--- config.mk ---
export PLATFORM = sky130hd
export DESIGN_NAME = system_mode_arbiter_flat
export DESIGN_NICKNAME = d
export VERILOG_FILES = /design/src/sv/sma_pkg.sv /design/src/sv/sma_in_if.sv /design/src/sv/sma_out_if.sv /design/src/sv/sma_regs.sv /design/src/sv/sma_core.sv /design/src/sv/system_mode_arbiter.sv /design/src/flat_wrapper.sv
export VERILOG_INCLUDE_DIRS = /design/src /design/src/sv
export SDC_FILE = /design/constraint.sdc
export NUM_CORES = 1
export LEC_CHECK = 0
export BUFFER_PORTS_ARGS = -buffer_cell sky130_fd_sc_hd__buf_2
export CAP_MARGIN = 20
export CELL_PAD_IN_SITES_DETAIL_PLACEMENT = 1
export CELL_PAD_IN_SITES_GLOBAL_PLACEMENT = 2
export CORE_MARGIN = 4
export CORE_UTILIZATION = 36
export CTS_CLUSTER_DIAMETER = 30
export DETAILED_ROUTE_END_ITERATION = 16
export GPL_TIMING_DRIVEN = 1
export PLACE_DENSITY = 0.85
export SLEW_MARGIN = 5
export SYNTH_ARGS = -nofsm -noshare
export SYNTH_HDL_FRONTEND = slang
export SYNTH_SLANG_ARGS = --single-unit
--- constraint.sdc ---
create_clock -name i_clk -period 4.8 [get_ports i_clk]
set_input_delay 0.24 -clock i_clk [delete_from_list [all_inputs] [get_ports i_clk]]
set_output_delay 0.24 -clock i_clk [all_outputs]
set_load 0.02 [all_outputs]
--- src/sv/assert_macros.svh ---
// Assertion macros shared by the mode arbiter RTL.
`ifndef ASSERT_MACROS_SVH
`define ASSERT_MACROS_SVH

`ifndef SYNTH

// Clocked check, disabled while reset is low.
`define SMA_ASSERT(label, clk, rst_n, prop) \
    label: assert property (@(posedge clk) disable iff (!(rst_n)) (prop)) \
        else $error("%m: check failed");

// Clocked check that also holds during reset.
`define SMA_ASSERT_ALWAYS(label, clk, prop) \
    label: assert property (@(posedge clk) (prop)) \
        else $error("%m: check failed");

`else

`define SMA_ASSERT(label, clk, rst_n, prop)

`define SMA_ASSERT_ALWAYS(label, clk, prop)

`endif

`endif

--- src/sv/sma_pkg.sv ---
// Types and constants shared by the system mode arbiter.
package sma_pkg;

    // Mode codes
    localparam logic [2:0] MODE_INIT      = 3'd0;
    localparam logic [2:0] MODE_NORMAL    = 3'd1;
    localparam logic [2:0] MODE_OTA       = 3'd2;
    localparam logic [2:0] MODE_FILE_UPD  = 3'd3;
    localparam logic [2:0] MODE_PROG      = 3'd4;
    localparam logic [2:0] MODE_TEST      = 3'd5;

    // Command codes
    localparam logic [1:0] CMD_TICK  = 2'd0;
    localparam logic [1:0] CMD_REQ   = 2'd1;
    localparam logic [1:0] CMD_FORCE = 2'd2;

    // Status codes
    localparam logic [1:0] ST_OK   = 2'd0;
    localparam logic [1:0] ST_BAD  = 2'd1;
    localparam logic [1:0] ST_BUSY = 2'd2;

    // Register map
    localparam int          ADDR_W           = 3;
    localparam logic        REG_TEST_TIMEOUT = 1'b0;
    localparam logic        REG_LONG_TIMEOUT = 1'b1;
    localparam logic [31:0] RESET_TIMEOUT_MS = 32'd1800000;

    typedef struct packed {
        logic [1:0] cmd;
        logic [2:0] wanted_mode;
        logic [7:0] priority_req;
    } t_item;

    typedef struct packed {
        logic [1:0] status;
        logic [2:0] current_mode;
        logic       switched;
    } t_result;

    typedef struct packed {
        logic [31:0] test_timeout_ms;
        logic [31:0] long_op_timeout_ms;
    } t_cfg;

endpackage

--- src/sv/sma_in_if.sv ---
// Input channel: one command per transfer.
interface sma_in_if;
    logic       valid;
    logic       ready;
    logic [1:0] cmd;
    logic [2:0] wanted_mode;
    logic [7:0] priority_req;

    modport source (output valid, output cmd, output wanted_mode, output priority_req,
                    input ready);
    modport sink   (input valid, input cmd, input wanted_mode, input priority_req,
                    output ready);
endinterface

--- src/sv/sma_out_if.sv ---
// Result channel: one result per transfer.
interface sma_out_if;
    logic       valid;
    logic       ready;
    logic [1:0] status;
    logic [2:0] current_mode;
    logic       switched;

    modport source (output valid, output status, output current_mode, output switched,
                    input ready);
    modport sink   (input valid, input status, input current_mode, input switched,
                    output ready);
endinterface

--- src/sv/sma_regs.sv ---
// APB configuration registers for the timeout limits.
module sma_regs (
    input  logic                      i_clk,
    input  logic                      i_rst_n,
    input  logic                      psel,
    input  logic                      penable,
    input  logic                      pwrite,
    input  logic [sma_pkg::ADDR_W-1:0] paddr,
    input  logic [31:0]               pwdata,
    output logic [31:0]               prdata,
    output logic                      pready,
    output sma_pkg::t_cfg             o_cfg
);

    logic [31:0] r_test_timeout;
    logic [31:0] r_long_timeout;
    logic        w_wr;

    assign pready = 1'b1;
    assign w_wr   = psel && penable && pwrite;

    // Write on the access cycle
    always_ff @(posedge i_clk) begin
        if (!i_rst_n) begin
            r_test_timeout <= sma_pkg::RESET_TIMEOUT_MS;
            r_long_timeout <= sma_pkg::RESET_TIMEOUT_MS;
        end else if (w_wr) begin
            if (paddr[2] == sma_pkg::REG_LONG_TIMEOUT) begin
                r_long_timeout <= pwdata;
            end else begin
                r_test_timeout <= pwdata;
            end
        end
    end

    // Read back
    assign prdata = (paddr[2] == sma_pkg::REG_LONG_TIMEOUT) ? r_long_timeout : r_test_timeout;

    assign o_cfg.test_timeout_ms    = r_test_timeout;
    assign o_cfg.long_op_timeout_ms = r_long_timeout;

endmodule

--- src/sv/sma_core.sv ---
// Mode state and the combinational decision for one command.
module sma_core (
    input  logic             i_clk,
    input  logic             i_rst_n,
    input  logic             i_fire,
    input  sma_pkg::t_item   i_item,
    input  sma_pkg::t_cfg    i_cfg,
    output sma_pkg::t_result o_res
);

    logic [2:0]  r_mode;
    logic [7:0]  r_owner_prio;
    logic        r_armed;
    logic [31:0] r_limit;
    logic [31:0] r_elapsed;

    logic [2:0]  n_mode;
    logic [7:0]  n_owner_prio;
    logic        n_armed;
    logic [31:0] n_limit;
    logic [31:0] n_elapsed;

    logic [1:0]  w_status;
    logic        w_changed;
    logic        w_enter;
    logic [2:0]  w_enter_mode;
    logic [31:0] w_elapsed_inc;
    logic        w_bad;
    logic        w_lreq;
    logic        w_lcur;

    assign w_elapsed_inc = (r_elapsed == '1) ? r_elapsed : r_elapsed + 32'd1;
    assign w_bad  = (i_item.wanted_mode > sma_pkg::MODE_TEST);
    assign w_lreq = (i_item.wanted_mode == sma_pkg::MODE_OTA) ||
                    (i_item.wanted_mode == sma_pkg::MODE_FILE_UPD) ||
                    (i_item.wanted_mode == sma_pkg::MODE_PROG);
    assign w_lcur = (r_mode == sma_pkg::MODE_OTA) ||
                    (r_mode == sma_pkg::MODE_FILE_UPD) ||
                    (r_mode == sma_pkg::MODE_PROG);

    // Decide status, whether a mode is entered, the owner priority and the elapsed count
    always_comb begin
        w_status     = sma_pkg::ST_OK;
        w_enter      = 1'b0;
        w_enter_mode = i_item.wanted_mode;
        n_owner_prio = r_owner_prio;
        n_elapsed    = r_elapsed;
        unique case (i_item.cmd)
            sma_pkg::CMD_TICK: begin
                n_elapsed = w_elapsed_inc;
                if (r_armed && (w_elapsed_inc >= r_limit)) begin
                    w_enter      = 1'b1;
                    w_enter_mode = sma_pkg::MODE_NORMAL;
                end
            end
            sma_pkg::CMD_REQ: begin
                priority if (w_bad) begin
                    w_status = sma_pkg::ST_BAD;
                end else if (i_item.wanted_mode == r_mode) begin
                    w_status = sma_pkg::ST_OK;
                end else if ((i_item.wanted_mode == sma_pkg::MODE_TEST) && w_lcur) begin
                    w_status = sma_pkg::ST_BUSY;
                end else if (w_lreq && (r_mode == sma_pkg::MODE_TEST)) begin
                    w_status = sma_pkg::ST_BUSY;
                end else if (w_lreq && w_lcur && (i_item.priority_req <= r_owner_prio)) begin
                    w_status = sma_pkg::ST_BUSY;
                end else begin
                    w_enter      = 1'b1;
                    n_owner_prio = i_item.priority_req;
                end
            end
            sma_pkg::CMD_FORCE: begin
                if (w_bad) begin
                    w_status = sma_pkg::ST_BAD;
                end else begin
                    w_enter = 1'b1;
                end
            end
            default: begin
                w_status = sma_pkg::ST_OK;
            end
        endcase
    end

    // Apply a mode entry: set the mode, arm or drop the timeout (elapsed time is cleared in the state register)
    always_comb begin
        n_mode    = r_mode;
        n_armed   = r_armed;
        n_limit   = r_limit;
        w_changed = w_enter;
        if (w_enter) begin
            n_mode = w_enter_mode;
            if (w_enter_mode == sma_pkg::MODE_TEST) begin
                n_armed = 1'b1;
                n_limit = i_cfg.test_timeout_ms;
            end else if ((w_enter_mode == sma_pkg::MODE_OTA) ||
                         (w_enter_mode == sma_pkg::MODE_FILE_UPD)) begin
                n_armed = 1'b1;
                n_limit = i_cfg.long_op_timeout_ms;
            end else begin
                n_armed = 1'b0;
            end
        end
    end

    // Advance state on each command
    always_ff @(posedge i_clk) begin
        if (!i_rst_n) begin
            r_mode       <= sma_pkg::MODE_INIT;
            r_owner_prio <= '0;
            r_armed      <= 1'b0;
            r_limit      <= '0;
            r_elapsed    <= '0;
        end else if (i_fire) begin
            r_mode       <= n_mode;
            r_owner_prio <= n_owner_prio;
            r_armed      <= n_armed;
            r_limit      <= n_limit;
            r_elapsed    <= w_enter ? '0 : n_elapsed;
        end
    end

    assign o_res.status       = w_status;
    assign o_res.current_mode = n_mode;
    assign o_res.switched     = w_changed;

endmodule

--- src/sv/system_mode_arbiter.sv ---
// Top level of the system mode arbiter: channels, pipeline registers, config port.
`include "assert_macros.svh"

// The arbiter takes one command per clock while results are taken and returns one result
// per command: the command lands in an input register, the mode decision is combinational
// and the state update is registered as the command leaves that register, and the result is
// held in an output register until it is taken. Sustained rate is one command per cycle
// while the result side stays ready; a stalled result only holds off new commands once the
// input register is also full. The two timeout registers are sampled when test, ota or
// file update mode is entered and should be written only while no command is in flight.
module system_mode_arbiter (
    input  logic                       i_clk,
    input  logic                       i_rst_n,
    sma_in_if.sink                     i_in,
    sma_out_if.source                  o_out,
    input  logic                       psel,
    input  logic                       penable,
    input  logic                       pwrite,
    input  logic [sma_pkg::ADDR_W-1:0] paddr,
    input  logic [31:0]                pwdata,
    output logic [31:0]                prdata,
    output logic                       pready
);

    logic             r_in_vld;
    sma_pkg::t_item   r_in_item;
    logic             r_out_vld;
    sma_pkg::t_result r_out_res;

    logic             w_adv;
    logic             w_fire;
    logic             w_in_xfer;
    sma_pkg::t_cfg    w_cfg;
    sma_pkg::t_result w_res;

    sma_regs u_regs (
        .i_clk   (i_clk),
        .i_rst_n (i_rst_n),
        .psel    (psel),
        .penable (penable),
        .pwrite  (pwrite),
        .paddr   (paddr),
        .pwdata  (pwdata),
        .prdata  (prdata),
        .pready  (pready),
        .o_cfg   (w_cfg)
    );

    sma_core u_core (
        .i_clk   (i_clk),
        .i_rst_n (i_rst_n),
        .i_fire  (w_fire),
        .i_item  (r_in_item),
        .i_cfg   (w_cfg),
        .o_res   (w_res)
    );

    // Handshake control
    assign w_adv      = !r_out_vld || o_out.ready;
    assign w_fire     = r_in_vld && w_adv;
    assign i_in.ready = !r_in_vld || w_adv;
    assign w_in_xfer  = i_in.valid && i_in.ready;

    // Input register
    always_ff @(posedge i_clk) begin
        if (!i_rst_n) begin
            r_in_vld <= 1'b0;
        end else if (w_in_xfer) begin
            r_in_vld <= 1'b1;
        end else if (w_fire) begin
            r_in_vld <= 1'b0;
        end
    end

    always_ff @(posedge i_clk) begin
        if (w_in_xfer) begin
            r_in_item.cmd          <= i_in.cmd;
            r_in_item.wanted_mode  <= i_in.wanted_mode;
            r_in_item.priority_req <= i_in.priority_req;
        end
    end

    // Result register
    always_ff @(posedge i_clk) begin
        if (!i_rst_n) begin
            r_out_vld <= 1'b0;
        end else if (w_fire) begin
            r_out_vld <= 1'b1;
        end else if (o_out.ready) begin
            r_out_vld <= 1'b0;
        end
    end

    always_ff @(posedge i_clk) begin
        if (w_fire) begin
            r_out_res <= w_res;
        end
    end

    assign o_out.valid        = r_out_vld;
    assign o_out.status       = r_out_res.status;
    assign o_out.current_mode = r_out_res.current_mode;
    assign o_out.switched     = r_out_res.switched;

    // Checks
    `SMA_ASSERT(a_in_lands, i_clk, i_rst_n, w_in_xfer |=> r_in_vld)
    `SMA_ASSERT(a_fire_shows, i_clk, i_rst_n, w_fire |=> o_out.valid)
    `SMA_ASSERT(a_mode_legal, i_clk, i_rst_n, o_out.valid |-> (o_out.current_mode <= sma_pkg::MODE_TEST))
    `SMA_ASSERT(a_fail_no_change, i_clk, i_rst_n, (o_out.valid && (o_out.status != sma_pkg::ST_OK)) |-> !o_out.switched)
    `SMA_ASSERT_ALWAYS(a_reset_empty, i_clk, !i_rst_n |=> (!r_in_vld && !r_out_vld))

endmodule

--- src/flat_wrapper.sv ---
// flat-port wrapper written by rule: the top's interface ports become plain ports
module system_mode_arbiter_flat 
  (i_clk, i_rst_n, psel, penable, pwrite, paddr, pwdata, prdata, pready, i_in_valid, i_in_cmd, i_in_wanted_mode, i_in_priority_req, i_in_ready, o_out_valid, o_out_status, o_out_current_mode, o_out_switched, o_out_ready);
  sma_in_if i_in_i ();
  sma_out_if o_out_i ();
  input  logic i_clk;
  input  logic i_rst_n;
  input  logic psel;
  input  logic penable;
  input  logic pwrite;
  input  logic [sma_pkg::ADDR_W-1:0] paddr;
  input  logic [31:0] pwdata;
  output logic [31:0] prdata;
  output logic pready;
  input wire logic [$bits(i_in_i.valid)-1:0] i_in_valid;
  input wire logic [$bits(i_in_i.cmd)-1:0] i_in_cmd;
  input wire logic [$bits(i_in_i.wanted_mode)-1:0] i_in_wanted_mode;
  input wire logic [$bits(i_in_i.priority_req)-1:0] i_in_priority_req;
  output wire logic [$bits(i_in_i.ready)-1:0] i_in_ready;
  output wire logic [$bits(o_out_i.valid)-1:0] o_out_valid;
  output wire logic [$bits(o_out_i.status)-1:0] o_out_status;
  output wire logic [$bits(o_out_i.current_mode)-1:0] o_out_current_mode;
  output wire logic [$bits(o_out_i.switched)-1:0] o_out_switched;
  input wire logic [$bits(o_out_i.ready)-1:0] o_out_ready;
  assign i_in_i.valid = i_in_valid;
  assign i_in_i.cmd = i_in_cmd;
  assign i_in_i.wanted_mode = i_in_wanted_mode;
  assign i_in_i.priority_req = i_in_priority_req;
  assign i_in_ready = i_in_i.ready;
  assign o_out_valid = o_out_i.valid;
  assign o_out_status = o_out_i.status;
  assign o_out_current_mode = o_out_i.current_mode;
  assign o_out_switched = o_out_i.switched;
  assign o_out_i.ready = o_out_ready;
  system_mode_arbiter u_core (.i_clk(i_clk), .i_rst_n(i_rst_n), .i_in(i_in_i), .o_out(o_out_i), .psel(psel), .penable(penable), .pwrite(pwrite), .paddr(paddr), .pwdata(pwdata), .prdata(prdata), .pready(pready));
endmodule
==> impl_metrics.csv <==
group,metric,value,unit
outcome,status,"finished clean",
floorplanning,row_count,56,
yosys,avgSynthCellArea,8.598,µm²
final_layout,nets,1196,
power_and_ir_drop,ir_worst_vdd,0.1808,mV
final_layout,final_cell_area,10280,µm²
yosys,yosysSeqAreaShare,40.02,%
cts,root_buffer,"clkbuf_16",
place,dp_hpwl,17050,µm
critical_path,r2r_cells,16,
route,vias,7517,
timing,relSlewSlack,31.71,%
cts,clkTransAtPathRegs,0.07,ns
yosys,async_flop_share,0,%
yosys,synth-main-ff-cell,"dfxtp_1",
route,avgViaCountPerCell,5.264,
timing,setup_viol,0,
power_and_ir_drop,switchingPower,0.8079,mW
job,cap_violations,0,
power_and_ir_drop,leakagePower,3.975,nW
route,first_pass_iters,5,
final_layout,fin_util,43.91,%
route,route.detailed.drc,0,
critical_path,path_max_fanout,32,
critical_path,crit_arrival,4.71,ns
floorplanning,die_h,161.9,µm
timing,finClkSkew,0.01133,ns
yosys,yosysMostFrequentCell,"nand2_1",
yosys,synth_area,8529,µm²
power_and_ir_drop,p_total,3.120,mW
timing,fin_crit,4.447,ns
place,portBuffers,92,
cts,h-tree-depth,4,
timing,fmax,224.9,MHz
route,drtIter0Drc,328,
global_route,grt_pass1_wl,40980,µm
power_and_ir_drop,p_comb_share,9.3,%
yosys,synth-edff-count,19,
yosys,yosys.area.top_type_share,33.33,%
min_path,hold_depth,3,
cts,clock_path_buffers,2,
power_and_ir_drop,p_int,2.312,mW
yosys,syn_nets,1092,
route,routedWlPerCell,17.44,µm
min_path,min_to,"u_core.u_regs.r_test_timeout[10]$_SDFFE_PN1P_",
critical_path,rr_startpoint,"u_core.u_core.r_elapsed[14]$_SDFFE_PN0P_",
place,gp_congestion,0.8294,
timing,period_share,92.64,%
global_route,grt_pass1_vias,7768,
critical_path,rr_endpoint,"u_core.u_core.r_limit[1]$_SDFFE_PN0P_",
global_route,grt_usage,19.27,%
yosys,yosys_warnings,0,
timing,setup_tns,0,ns
power_and_ir_drop,sequentialPowerShare,45.5,%
yosys,synthTopCellsByCount,"179 x nand2_1, 142 x dfxtp_1, 94 x a21oi_1",
critical_path,worstSetupPathType,"reg -> reg",
power_and_ir_drop,p_per_area,303.6,nW/µm²
route,wirelength,24910,µm
cts,clock_latency,0.43,ns
place,dpl_worst_slack,0.2446,ns
floorplanning,die_x,161.9,µm
timing,rsz0062_at_grt,"false",
final_layout,syn_to_final_growth,20.48,%
min_path,min_from,"pwdata[10]",
yosys,synth.area.top_cells,"dfxtp_1 33%, nand2_1 7.9%, edfxtp_1 6.7%",
floorplanning,die_area,26220,µm²
cts,clock-sinks,161,
power_and_ir_drop,clock_power_share,45.2,%
min_path,hold_class,"in -> reg",
yosys,ys_ff_latch,161,
floorplanning,initial_core_util,36.45,%
final_layout,antennaDiodeCount,0,
power_and_ir_drop,switching_share,25.90,%
yosys,ys_types,68,
place,postPlaceCellArea,9517,µm²
timing,slew_viol_final,0,
floorplanning,ioPinCount,96,
critical_path,timing.reg2reg.setup_slack,0.35,ns
timing,hold_viol,0,
global_route,overflow,0,
timing,worst_slack,0.3532,ns
global_route,antenna_found_initial,0,
critical_path,endpoint_kind,"register",
cts,numCtsBuffers,17,
timing,tightest_slew,1.018,ns
critical_path,cp.required,5.07,ns
yosys,syn_inst,992,
global_route,grt_max_degree,87,
cts,cts_tree,"done",
critical_path,startpoint_type,"register",
route,drtAntennaViolNets,0,
final_layout,layout-drive-gt1-share,19.84,%
floorplanning,core-area,23400,µm²
yosys,yosys.area.top_type,"dfxtp_1",
worst max-delay path by stage:
| stage | endpoint | depth (start not counted) | start |
|---|---|---|---|
| finish | u_core.u_core.r_limit[1]$_SDFFE_PN0P_ | 16 | u_core.u_core.r_elapsed[14]$_SDFFE_PN0P_ |
| global route | u_core.u_core.r_elapsed[23]$_SDFFE_PN0P_ | 17 | u_core.u_core.r_elapsed[5]$_SDFFE_PN0P_ |
| CTS | u_core.u_core.r_elapsed[5]$_SDFFE_PN0P_ | 15 | u_core.u_core.r_elapsed[5]$_SDFFE_PN0P_ |
| detailed placement | u_core.u_core.r_elapsed[5]$_SDFFE_PN0P_ | 17 | u_core.u_core.r_elapsed[5]$_SDFFE_PN0P_ |
| global placement | u_core.u_core.r_elapsed[9]$_SDFFE_PN0P_ | 15 | u_core.u_core.r_elapsed[5]$_SDFFE_PN0P_ |
| floorplan | u_core.u_core.r_limit[10]$_SDFFE_PN0P_ | 18 | u_core.u_core.r_elapsed[19]$_SDFFE_PN0P_ |
cell families after synthesis:
kind of cell	Yosys count	share of synthesized area (%)
compound gates	234	18.04
xor+xnor	29	2.978
fa+ha+maj	45	6.601
buf+inv	113	5.310
flops	161	40.02
mux	74	9.183
other cells	1	0.04397
simple gates	335	17.82
per-stage QoR:
step,hold WS (ns),instances
2_1_floorplan,0.3389,992
3_3_place_gp,0.4168,1382
3_5_place_dp,0.4189,1382
4_1_cts,0.01908,1427
5_1_grt,0.03669,1428
6_report,0.03305,1428
power groups by stage:
| stage | logic (mW) | registers (mW) | clock network, mW |
|---|---|---|---|
| finish | 0.290 | 1.42 | 1.41 |
| global route | 0.320 | 1.42 | 1.49 |
| CTS | 0.290 | 1.42 | 1.44 |
| detailed placement | 0.280 | 1.45 | 0 |
| global placement | 0.276 | 1.45 | 0 |
| floorplan | 0.172 | 1.44 | 0 |
routing by layer:
metal / part of all wire, % / track usage, % / up-vias
met3: 3.0 / 3.400 / 29
met5: 0 / 0 / -
met4: 1.8 / 5.536 / 0
li1: - / - / 3738
met1: 48 / 25.78 / 3629
met2: 47 / 32.08 / 121
worst max-delay path: stages (launching register included):
cell and delay, ns:
dfxtp_1 0.48, and3_1 0.28, nand3_1 0.16, nor4b_2 0.34, buf_4 0.24, nand2b_1 0.27, xnor2_1 0.17, ha_1 0.27
a211oi_1 0.26, nand2_1 0.08, a31oi_1 0.21, o211ai_1 0.20, buf_4 0.21, a211oi_4 0.30, buf_12 0.29, mux2i_1 0.34
a211oi_1 0.11
flip-flops by register name, summed over array words and instances (netlist names):
name                          flops
u_core.u_core.r_mode              3
u_core.o_out.switched             1
u_core.u_core.r_elapsed          32
u_core.r_in_vld                   1
u_core.o_out.valid                1
u_core.u_regs.r_test_timeout     32
u_core.r_in_item                 13
u_core.o_out.current_mode         3
u_core.u_core.r_limit            32
u_core.u_core.r_owner_prio        8
u_core.o_out.status               2
u_core.u_regs.r_long_timeout     32
u_core.u_core.r_armed             1
placed cells by master, fill, tap and decap left out, types with 34 or more instances in the layout:
cell type  count
ha_1          45
dfxtp_1      142
mux2i_1       40
nand3_1       41
a211oi_1      35
nand2_1      179
inv_1         51
a21oi_1       94
mux2_2        34
buf_2         92
buf_4         37
nor2_1        34
area by class of cell:
cell class	count	area, µm²
Fill cell	2838	13130
Multi-Input combinational cell	718	4732
Sequential cell	161	3413
Timing Repair Buffer	145	928.4
Clock buffer	20	456.7
Tap cell	319	399.1
Inverter	53	198.9
Clock inverter	12	147.6
repair_timing:
action	4_1_cts	5_1_grt
setup buffers	0	1
hold buffers	13	0
hold endpoints to repair	13	0
endpoints found under the setup margin	0	58
resized for setup	0	4
Note: power is estimated with default switching activity, not from simulation.
